File: src/rtl/biou_pkg.sv
// shared types and constants for the box overlap (iou) core
// used by biou_serial_div and box_iou_best_match_core; depends on nothing
package biou_pkg;

  localparam int COORD_BITS     = 16;
  localparam int FRAC_BITS      = 16;
  localparam int MAX_CANDIDATES = 4096;

  localparam int OVL_BITS  = FRAC_BITS + 1;
  localparam int IDX_BITS  = 13;
  // box side length incl. the +1, signed: covers 2^COORD_BITS and inverted boxes
  localparam int SPAN_BITS = COORD_BITS + 2;
  localparam int PROD_BITS = 2 * SPAN_BITS;
  // union is a sum of three products
  localparam int UNI_BITS  = PROD_BITS + 2;

  localparam logic [OVL_BITS-1:0] IOU_ONE = {1'b1, {FRAC_BITS{1'b0}}};

  localparam logic CMD_PAIR = 1'b0;
  localparam logic CMD_BEST = 1'b1;

  typedef struct packed {
    logic                         cmd;
    logic signed [COORD_BITS-1:0] a_left;
    logic signed [COORD_BITS-1:0] a_top;
    logic signed [COORD_BITS-1:0] a_right;
    logic signed [COORD_BITS-1:0] a_bottom;
    logic signed [COORD_BITS-1:0] b_left;
    logic signed [COORD_BITS-1:0] b_top;
    logic signed [COORD_BITS-1:0] b_right;
    logic signed [COORD_BITS-1:0] b_bottom;
    logic                         last;
  } req_t;

  typedef struct packed {
    logic [OVL_BITS-1:0] overlap;
    logic [IDX_BITS-1:0] best_index;
    logic                found;
  } res_t;

  typedef enum logic [2:0] {
    ST_IDLE,
    ST_SETUP,
    ST_MUL,
    ST_UNION,
    ST_CHECK,
    ST_DIV,
    ST_FINISH
  } state_t;

  typedef struct packed {
    logic busy;
    logic done;
  } div_stat_t;

endpackage

File: src/rtl/biou_serial_div.sv
// restoring bit-serial divider, one quotient bit per cycle, msb first
// expects num < den; uses biou_pkg for the status struct
module biou_serial_div #(
  parameter int DEN_BITS  = biou_pkg::UNI_BITS,
  parameter int QUOT_BITS = biou_pkg::FRAC_BITS
) (
  input  logic                     clk,
  input  logic                     rst,
  input  logic                     start,
  input  logic [DEN_BITS-1:0]      num,
  input  logic [DEN_BITS-1:0]      den,
  output logic [QUOT_BITS-1:0]     quot,
  output biou_pkg::div_stat_t      stat
);

  localparam int CNT_BITS = $clog2(QUOT_BITS);

  logic [DEN_BITS-1:0] rem;
  logic [DEN_BITS-1:0] dvs;
  logic [CNT_BITS-1:0] cnt;
  logic                busy;
  logic                done;

  logic [DEN_BITS:0]   trial;
  logic [DEN_BITS:0]   diff;
  logic                take;
  logic [DEN_BITS-1:0] rem_next;

  always_comb begin
    trial    = {rem, 1'b0};
    diff     = trial - {1'b0, dvs};
    take     = !diff[DEN_BITS];
    // remainder stays below the divisor, so the top bit drops out
    rem_next = take ? diff[DEN_BITS-1:0] : trial[DEN_BITS-1:0];
  end

  always_ff @(posedge clk) begin
    if (rst) begin
      busy <= 1'b0;
      done <= 1'b0;
      cnt  <= '0;
    end else begin
      done <= 1'b0;
      if (start) begin
        busy <= 1'b1;
        cnt  <= CNT_BITS'(QUOT_BITS - 1);
      end else if (busy) begin
        if (cnt == '0) begin
          busy <= 1'b0;
          done <= 1'b1;
        end else begin
          cnt <= cnt - 1'b1;
        end
      end
    end
  end

  always_ff @(posedge clk) begin
    if (start) begin
      rem  <= num;
      dvs  <= den;
      quot <= '0;
    end else if (busy) begin
      rem  <= rem_next;
      quot <= {quot[QUOT_BITS-2:0], take};
    end
  end

  assign stat = '{busy: busy, done: done};

endmodule

File: src/rtl/box_iou_best_match_core.sv
// box overlap core: iou of two inclusive boxes, pairwise or as a best-match run
// a request passes setup, the multiplier steps, union, check, the bit-serial divider (one
// bit a cycle) and finish; the divider is skipped when the boxes miss, the intersection or
// union is not positive or the overlap saturates; new requests are taken only in idle
// synchronous reset clears the controller, the result valid flag and the run state
// depends on biou_pkg and biou_serial_div
module box_iou_best_match_core #(
  parameter int MAX_CANDIDATES = biou_pkg::MAX_CANDIDATES
) (
  input  logic           clk,
  input  logic           rst,
  input  logic           req_valid,
  output logic           req_ready,
  input  biou_pkg::req_t req,
  output logic           res_valid,
  input  logic           res_ready,
  output biou_pkg::res_t res
);

  localparam int SPAN_BITS = biou_pkg::SPAN_BITS;
  localparam int PROD_BITS = biou_pkg::PROD_BITS;
  localparam int UNI_BITS  = biou_pkg::UNI_BITS;
  localparam int OVL_BITS  = biou_pkg::OVL_BITS;
  localparam int IDX_BITS  = biou_pkg::IDX_BITS;
  localparam int FRAC_BITS = biou_pkg::FRAC_BITS;
  localparam int CRD_BITS  = biou_pkg::COORD_BITS;

  // shared multiplier schedule
  localparam logic [1:0] MUL_INTER  = 2'd0;
  localparam logic [1:0] MUL_AREA_A = 2'd1;
  localparam logic [1:0] MUL_AREA_B = 2'd2;

  biou_pkg::state_t state, state_next;
  biou_pkg::req_t   cur;

  logic [1:0] mstep;
  logic signed [SPAN_BITS-1:0] cw, ch, wa, ha, wb, hb;
  logic                        disjoint;
  logic signed [PROD_BITS-1:0] inter, area_a, area_b;
  logic signed [UNI_BITS-1:0]  uni;
  logic                        zero, sat;

  logic [OVL_BITS-1:0] running_best;
  logic [IDX_BITS-1:0] running_index;
  logic [IDX_BITS-1:0] cand_count;

  logic                div_start;
  logic [FRAC_BITS-1:0] div_quot;
  biou_pkg::div_stat_t div_stat;

  // ---------------- setup: overlap and side lengths ----------------
  logic signed [CRD_BITS-1:0] max_l, max_t, min_r, min_b;
  logic                       disjoint_next;
  logic signed [SPAN_BITS-1:0] cw_next, ch_next, wa_next, ha_next, wb_next, hb_next;

  always_comb begin
    max_l = (cur.a_left  > cur.b_left)   ? cur.a_left  : cur.b_left;
    max_t = (cur.a_top   > cur.b_top)    ? cur.a_top   : cur.b_top;
    min_r = (cur.a_right < cur.b_right)  ? cur.a_right : cur.b_right;
    min_b = (cur.a_bottom < cur.b_bottom) ? cur.a_bottom : cur.b_bottom;
    disjoint_next = (cur.a_left > cur.b_right) || (cur.a_top > cur.b_bottom) ||
                    (cur.a_right < cur.b_left) || (cur.a_bottom < cur.b_top);
    cw_next = SPAN_BITS'(min_r) - SPAN_BITS'(max_l) + SPAN_BITS'(1);
    ch_next = SPAN_BITS'(min_b) - SPAN_BITS'(max_t) + SPAN_BITS'(1);
    wa_next = SPAN_BITS'(cur.a_right) - SPAN_BITS'(cur.a_left) + SPAN_BITS'(1);
    ha_next = SPAN_BITS'(cur.a_bottom) - SPAN_BITS'(cur.a_top) + SPAN_BITS'(1);
    wb_next = SPAN_BITS'(cur.b_right) - SPAN_BITS'(cur.b_left) + SPAN_BITS'(1);
    hb_next = SPAN_BITS'(cur.b_bottom) - SPAN_BITS'(cur.b_top) + SPAN_BITS'(1);
  end

  // ---------------- one multiplier, three products ----------------
  logic signed [SPAN_BITS-1:0] op_a, op_b;
  logic signed [PROD_BITS-1:0] prod;

  always_comb begin
    case (mstep)
      MUL_INTER:  begin op_a = cw; op_b = ch; end
      MUL_AREA_A: begin op_a = wa; op_b = ha; end
      default:    begin op_a = wb; op_b = hb; end
    endcase
    prod = op_a * op_b;
  end

  // ---------------- check and result value ----------------
  logic zero_next, sat_next;
  logic [OVL_BITS-1:0] iou;

  always_comb begin
    zero_next = disjoint || (uni <= UNI_BITS'(0)) || (inter <= PROD_BITS'(0));
    sat_next  = UNI_BITS'(inter) >= uni;
    if (zero)      iou = '0;
    else if (sat)  iou = biou_pkg::IOU_ONE;
    else           iou = {1'b0, div_quot};
  end

  // ---------------- best-match bookkeeping ----------------
  logic                cand_room, better;
  logic [IDX_BITS-1:0] cand_inc, cnt_upd, idx_upd;
  logic [OVL_BITS-1:0] best_upd;
  logic                need_out, res_free;
  biou_pkg::res_t      res_data;

  always_comb begin
    cand_room = int'(cand_count) < MAX_CANDIDATES;
    cand_inc  = cand_count + 1'b1;
    better    = cand_room && (iou > running_best);
    cnt_upd   = cand_room ? cand_inc : cand_count;
    idx_upd   = better ? cand_inc : running_index;
    best_upd  = better ? iou : running_best;
    need_out  = (cur.cmd == biou_pkg::CMD_PAIR) || cur.last;
    res_free  = !res_valid || res_ready;
    if (cur.cmd == biou_pkg::CMD_PAIR) begin
      res_data = '{overlap: iou, best_index: '0, found: 1'b0};
    end else begin
      res_data = '{overlap: best_upd, best_index: idx_upd, found: (idx_upd != '0)};
    end
  end

  // ---------------- controller ----------------
  logic commit;

  always_ff @(posedge clk) begin
    if (rst) begin
      state <= biou_pkg::ST_IDLE;
    end else begin
      state <= state_next;
    end
  end

  always_comb begin
    state_next = state;
    req_ready  = 1'b0;
    div_start  = 1'b0;
    commit     = 1'b0;
    unique case (state)
      biou_pkg::ST_IDLE: begin
        req_ready = 1'b1;
        if (req_valid) state_next = biou_pkg::ST_SETUP;
      end
      biou_pkg::ST_SETUP: begin
        state_next = biou_pkg::ST_MUL;
      end
      biou_pkg::ST_MUL: begin
        if (mstep == MUL_AREA_B) state_next = biou_pkg::ST_UNION;
      end
      biou_pkg::ST_UNION: begin
        state_next = biou_pkg::ST_CHECK;
      end
      biou_pkg::ST_CHECK: begin
        if (zero_next || sat_next) begin
          state_next = biou_pkg::ST_FINISH;
        end else begin
          div_start  = 1'b1;
          state_next = biou_pkg::ST_DIV;
        end
      end
      biou_pkg::ST_DIV: begin
        if (div_stat.done) state_next = biou_pkg::ST_FINISH;
      end
      biou_pkg::ST_FINISH: begin
        // hold here while an earlier result still waits downstream
        if (!need_out || res_free) begin
          commit     = 1'b1;
          state_next = biou_pkg::ST_IDLE;
        end
      end
      default: begin
        state_next = biou_pkg::ST_IDLE;
      end
    endcase
  end

  // ---------------- datapath registers ----------------
  always_ff @(posedge clk) begin
    if (req_valid && req_ready) cur <= req;
    if (state == biou_pkg::ST_SETUP) begin
      disjoint <= disjoint_next;
      cw <= cw_next;
      ch <= ch_next;
      wa <= wa_next;
      ha <= ha_next;
      wb <= wb_next;
      hb <= hb_next;
    end
    if (state == biou_pkg::ST_MUL) begin
      case (mstep)
        MUL_INTER:  inter  <= prod;
        MUL_AREA_A: area_a <= prod;
        default:    area_b <= prod;
      endcase
    end
    if (state == biou_pkg::ST_UNION) begin
      uni <= UNI_BITS'(area_a) + UNI_BITS'(area_b) - UNI_BITS'(inter);
    end
    if (state == biou_pkg::ST_CHECK) begin
      zero <= zero_next;
      sat  <= sat_next;
    end
    if (commit && need_out) res <= res_data;
  end

  always_ff @(posedge clk) begin
    if (rst) begin
      mstep         <= MUL_INTER;
      res_valid     <= 1'b0;
      running_best  <= '0;
      running_index <= '0;
      cand_count    <= '0;
    end else begin
      if (state == biou_pkg::ST_MUL) mstep <= mstep + 1'b1;
      else                           mstep <= MUL_INTER;
      if (commit && need_out)  res_valid <= 1'b1;
      else if (res_ready)      res_valid <= 1'b0;
      if (commit && (cur.cmd == biou_pkg::CMD_BEST)) begin
        if (cur.last) begin
          running_best  <= '0;
          running_index <= '0;
          cand_count    <= '0;
        end else begin
          running_best  <= best_upd;
          running_index <= idx_upd;
          cand_count    <= cnt_upd;
        end
      end
    end
  end

  biou_serial_div #(
    .DEN_BITS  (UNI_BITS),
    .QUOT_BITS (FRAC_BITS)
  ) u_div (
    .clk   (clk),
    .rst   (rst),
    .start (div_start),
    .num   (UNI_BITS'(inter)),
    .den   (uni),
    .quot  (div_quot),
    .stat  (div_stat)
  );

`ifndef SYNTHESIS
  a_accept_setup: assert property (@(posedge clk) disable iff (rst)
    (req_valid && req_ready) |=> (state == biou_pkg::ST_SETUP))
    else $error("request accepted but setup did not follow");

  a_found_index: assert property (@(posedge clk) disable iff (rst)
    res_valid |-> (res.found == (res.best_index != '0)))
    else $error("found flag disagrees with best index");

  a_overlap_range: assert property (@(posedge clk) disable iff (rst)
    res_valid |-> (res.overlap <= biou_pkg::IOU_ONE))
    else $error("overlap above one");

  a_div_done_state: assert property (@(posedge clk) disable iff (rst)
    div_stat.done |-> (state == biou_pkg::ST_DIV))
    else $error("divider finished outside the divide state");

  a_div_start_idle: assert property (@(posedge clk) disable iff (rst)
    div_start |-> !div_stat.busy)
    else $error("divider restarted while busy");
`endif

endmodule
File: config.mk
export PLATFORM = sky130hd
export DESIGN_NAME = box_iou_best_match_core
export DESIGN_NICKNAME = d
export VERILOG_FILES = /design/src/rtl/biou_pkg.sv /design/src/rtl/biou_serial_div.sv /design/src/rtl/box_iou_best_match_core.sv
export SDC_FILE = /design/constraint.sdc
export NUM_CORES = 2
export LEC_CHECK = 0
export BUFFER_PORTS_ARGS = -buffer_cell sky130_fd_sc_hd__clkbuf_2
export CORE_ASPECT_RATIO = 0.7
export CORE_MARGIN = 8
export CORE_UTILIZATION = 60
export CTS_CLUSTER_DIAMETER = 80
export DETAILED_ROUTE_END_ITERATION = 8
export PLACE_DENSITY = 0.8
export SLEW_MARGIN = 20
export SYNTH_ARGS = -nofsm -noshare
export SYNTH_HDL_FRONTEND = slang
export SYNTH_SLANG_ARGS = --single-unit
export TNS_END_PERCENT = 50
File: constraint.sdc
create_clock -name clk -period 11.7 [get_ports clk]
set_input_delay 0.585 -clock clk [delete_from_list [all_inputs] [get_ports clk]]
set_output_delay 0.585 -clock clk [all_outputs]
set_load 0.005 [all_outputs]
==> Word-level counts from Yosys, hierarchy flattened <==
Index checks and enable logic that the tools add are counted.
W data, S select, Z words.
{ "totals": {"reg_bits": 565, "input_bits": 134, "out_inout_bits": 33, "elab_cells": 157} }
{ "classes": {"addsub": 18, "multipliers": 1, "order_cmp": 13, "eq_ne": 13, "n_mux": 38, "n_bitwise": 4, "reduce_logical": 32} }
{ "op_table": {"columns": ["cell", "count"], "rows": [
  ["$mux W38", 3],
  ["$add A17 B2 Y18 const B", 6],
  ["$sub A16 B16 Y17", 6],
  ["$pmux W18 S2", 2],
  ["$mux W17", 4],
  ["$gt A16 B16 Y1", 4],
  ["$lt A16 B16 Y1", 4],
  ["$mux W16", 4],
  ["$mux W13", 4],
  ["$sub A39 B38 Y39", 1],
  ["$ge A36 B38 Y1", 1],
  ["$le A38 B1 Y1 const B", 1],
  ["$sub A37 B36 Y38", 1],
  ["$add A36 B36 Y37", 1],
  ["$le A36 B1 Y1 const B", 1],
  ["$mul A18 B18 Y36", 1],
  ["$mux W31", 1],
  ["$pmux W3 S7", 1],
  ["$gt A17 B17 Y1", 1],
  ["$add A13 B1 Y13 const B", 1],
  ["$lt A13 B13 Y1 const B", 1],
  ["$reduce_bool A13 Y1", 1],
  ["$mux W3", 4],
  ["$mux W4", 3],
  ["other kinds (23)", 62]
]} }

==> Longest topological paths before layout <==
{ "logic_depth": {"word_depth": 8, "mapped_depth": 31} }

==> Hierarchy <==
A second synthesis with hierarchy kept.
{ "hier_totals": {"hier_cells": 4614, "area_unflattened_um2": 47501.8} }
{ "modules_own_cells": {"columns": ["mod", "instances", "cells_each", "area_per_inst_um2", "seq_area_each_um2"], "rows": [
  ["box_iou_best_match_core", 1, 4003, 41404.7, 13533.0],
  ["biou_serial_div", 1, 611, 6097.1, 2722.6]
]} }

==> Least setup slack after synthesis <==
OpenSTA, ideal clock, no wires.
{ "synth_timing": {"path_kind": "register to register", "start": "register state[0]", "end": "register ch[0], enable pin", "arrival_time_ns": 8.470, "setup_slack_ns": 2.497, "path_stages_with_launch": 3, "synth_period_minus_slack_ns": 9.203, "cell_sequence": "dfxtp_1 clkbuf_1 nor3b_1"} }
{ "synth_between": {"elab_chain_cells": 1} }
{ "synth_rtl": {"columns": ["item", "line_no", "rtl"], "rows": [
  ["from (decl)", "box_iou_best_match_core.sv:33", "biou_pkg::state_t state, state_next;"],
  ["from (signal assigned)", "box_iou_best_match_core.sv:124", "state <= biou_pkg::ST_IDLE;"],
  ["from (signal assigned)", "box_iou_best_match_core.sv:126", "state <= state_next;"],
  ["$eq A3 B1 Y1", "box_iou_best_match_core.sv:176", "if (state == biou_pkg::ST_SETUP) begin"],
  ["to (signal assigned)", "box_iou_best_match_core.sv:179", "ch <= ch_next;"],
  ["to (decl)", "box_iou_best_match_core.sv:37", "logic signed [SPAN_BITS-1:0] cw, ch, wa, ha, wb, hb;"]
]} }
Every way passes these cells.
A chain may end at the register's enable or synchronous reset.

==> Final worst setup path <==
{ "layout_timing": {"start": "register mstep[0]", "end": "register area_b[35] (data pin)"} }
{ "layout_between": {"elab_chain_cells": 3} }
{ "layout_rtl": {"columns": ["item", "line_no", "rtl"], "rows": [
  ["from (decl)", "box_iou_best_match_core.sv:36", "logic [1:0] mstep;"],
  ["from (signal assigned)", "box_iou_best_match_core.sv:210", "if (state == biou_pkg::ST_MUL) mstep <= mstep + 1'b1;"],
  ["$eq A2 B1 Y1 or $logic_not A2 Y1 (tied branches)", "box_iou_best_match_core.sv:76", "case (mstep)"],
  ["$pmux W18 S2", "box_iou_best_match_core.sv:76", null],
  ["$mul A18 B18 Y36 *", "box_iou_best_match_core.sv:81", "prod = op_a * op_b;"],
  ["named net prod[35]", "box_iou_best_match_core.sv:73", "logic signed [PROD_BITS-1:0] prod;"],
  ["to (signal assigned)", "box_iou_best_match_core.sv:189", "default: area_b <= prod;"],
  ["to (decl)", "box_iou_best_match_core.sv:39", "logic signed [PROD_BITS-1:0] inter, area_a, area_b;"]
]} }
The timed path passes the listed nets; every way through them passes the cells marked *.

==> metrics.txt <==
kind of end point of the critical path register; setup-violating endpoint count in the final report 0; H-tree levels 2; average routed wire per standard cell about 19 um; pins over their slew limit 0; setup repair after global routing missed its margin false; leftover overflow at the end of global routing 0; CP max FO 39; Post-Synthesis Net Count 5743; leading cell types in the layout, fill and taps excluded 825 x sky130_fd_sc_hd__inv_1, 542 x sky130_fd_sc_hd__ha_1, 494 x sky130_fd_sc_hd__edfxtp_1; Top Ports roughly 170; CTS Sinks ~570; master cell of the clock root buffer sky130_fd_sc_hd__clkbuf_16; # Max-Cap Violations 0; Routed Antenna Nets 0; 1st-iter DRT viols between 2000 and 3000; crit path buf inv count 6; register area share after synthesis between 30% and 40%; gate count after technology mapping 4693; number of antenna violations at the first check in global routing 2; total wire length 112000 um; # hold bufs at CTS 0; slew margin rel. 23.2%; Die Y 252 um; synth top area cells sky130_fd_sc_hd__edfxtp_1 31%, sky130_fd_sc_hd__fa_1 16%, sky130_fd_sc_hd__ha_1 14%; Synth cell types 86; largest net degree at the start of global routing 85; CP Data Arrival Time roughly 8.8 ns; TritonCTS clock tree built; number of CTS-inserted buffers 57; skew final between 0.02 and 0.025 ns; count of flip-flops with a built-in enable after synthesis 494; vias in the first global route roughly 36000; Synth area leader sky130_fd_sc_hd__edfxtp_1; CP delay by family, top adder cells; Ys Warns 0; wire length of the first global-routing pass between 150000 and 200000 um; critical path class reg -> reg; type of the tightest min-delay check in -> reg; number of port buffers 166; post-CTS clock slew at the launch and capture registers of the worst setup and hold paths roughly 0.070 ns; area of the core between 70000 and 80000 sq um; Avg Inst Size Synth a little over 10 sq um; post-route fraction of the period consumed by the critical path between 70% and 80%; run status completed; sum of negative setup slack 0 ns; share of cells above drive strength 1 around 7.7%; hold violation total from the final report 0; area of the die between 80000 and 90000 sq um; shortest period the worst path allows between 8 and 9 ns; antenna diode count 0; Worst Hold Launch req[69]; worst hold path depth 1; Critical Path Max Stage Delay around 0.58 ns; number of synthesized register bits ~570; R2R Path Start mstep[0]$_SDFF_PP0_; post-cts repair resize count 0; fraction of post-synthesis cell area in the top cell type by area 31.0%; achievable frequency roughly 120 MHz; number of optimization iterations in the first detailed-route pass 6; number of vias per cell around 6; ys async rst share 0%; count of standard-cell rows between 80 and 90; number of cells on the critical path 27; initial standard-cell utilization of the core ~61%; most common library cell in the layout ignoring fill and taps sky130_fd_sc_hd__inv_1; filler cell count in the final layout between 6000 and 7000; width of the chip around 350 um; insertion delay to the later sink of the worst-skew pair roughly 0.64 ns; clk buf depth 3; Detailed Place HPWL 89700 um; synthesized area between 40000 and 50000 sq um; timing startpoint of the critical path mstep[0]$_SDFF_PP0_; net count reported at finish approximately 5900; post-route DRC violation count 0; final weighted congestion of routability-driven global placement 1.00; Crit path required time approximately 12 ns; slew at the pin with the worst max-slew slack ~1.2 ns; Layout area overhead 8.07%; global-route usage over all layers about 25%; Top cell by count, worst path sky130_fd_sc_hd__fa_1; Critical Path Source Type register; number of buffers inserted by post-CTS setup repair 0; cell with the largest stage delay on the worst path sky130_fd_sc_hd__fa_1; number of vias after detailed routing 34704; Reg2Reg Depth 27; Most used DFF post-synth sky130_fd_sc_hd__edfxtp_1
-- synth_stat cells (all sizes together) (18+ instances only) --
master,instances
a31oi,19
dfxtp,71
nor2,411
mux2,35
a221o,18
xnor2,128
nand3,86
ha,544
mux2i,77
inv,826
a211oi,46
nand2b,42
nand2,258
and2,33
o21ai,122
nand4,30
nor3,76
a21o,135
or2,21
nor4,24
nor2b,56
and3,32
fa,372
a22oi,20
xor2,41
a21oi,259
edfxtp,494
buf,30
o21a,34
a22o,69
clkbuf,82
-- worst paths after layout --
check	end	slack, ns
max reg2reg	area_b[35]$_DFFE_PP_	3.22
min	cur[69]$_DFFE_PP_	0.11
max	area_b[35]$_DFFE_PP_	3.22
min reg2reg	u_div.dvs[16]$_DFFE_PP_	0.47
-- stage by stage --
stage          instances  utilization, %  cell area [sq um]  worst slack [ns]  hold slack, ns
2_1_floorplan       4693               -              47900              2.50           0.425
3_3_place_gp        5837            63.2              49800              3.48           0.441
3_5_place_dp        5837            63.2              49800              3.30           0.447
4_1_cts             5942            65.6              51700              3.30          0.0762
5_1_grt             5942            65.6              51700              2.61          0.0873
6_report            5942            65.6              51700              3.22           0.114
-- state kept, by name, summed over array words and instances, names as in the netlist, 2 cells and up --
signal,count
area_a,36
area_b,36
cand_count,13
ch,18
cur,130
cw,18
ha,18
hb,18
inter,36
mstep,2
res,31
running_best,17
running_index,13
state,3
u_div.cnt,4
u_div.dvs,38
u_div.quot,16
u_div.rem,38
uni,38
wa,18
wb,18
-- cell families (layout without fill, tap and decap cells) --
group | count (synthesis) | count (layout) | share of synthesized area (%)
xor+xnor | 169 | 169 | 3.09
mux | 112 | 112 | 2.50
simple gates | 1120 | 1120 | 10.9
flops | 565 | 565 | 34.0
compound gates | 872 | 872 | 12.3
buf+inv | 939 | 1132 | 7.46
fa+ha+maj | 916 | 916 | 29.8
-- routing by layer --
metal	GRT usage [%]	up-vias	wire (um)
met2	38.8	1422	48600
met4	7.47	4	3430
met1	34.8	16660	50200
met3	5.80	232	9760
li1	-	16386	-
met5	0	-	27
-- layout make-up --
| cell class | count | area, sq um | share of cell area [%] |
|---|---|---|---|
| well taps | 1056 | 1320 | 2.55 |
| multi-input cells | 3189 | 28100 | 54.3 |
| clock inverters | 37 | 362 | 0.699 |
| clock buffers | 68 | 1530 | 2.96 |
| inverters | 827 | 3100 | 6.00 |
| flip-flops and latches | 565 | 16300 | 31.4 |
| repair buffers | 200 | 1090 | 2.10 |
Power is left out: the tool's default activity adds up to more than one toggle a clock period on the data nets, which glitch-free logic cannot reach.
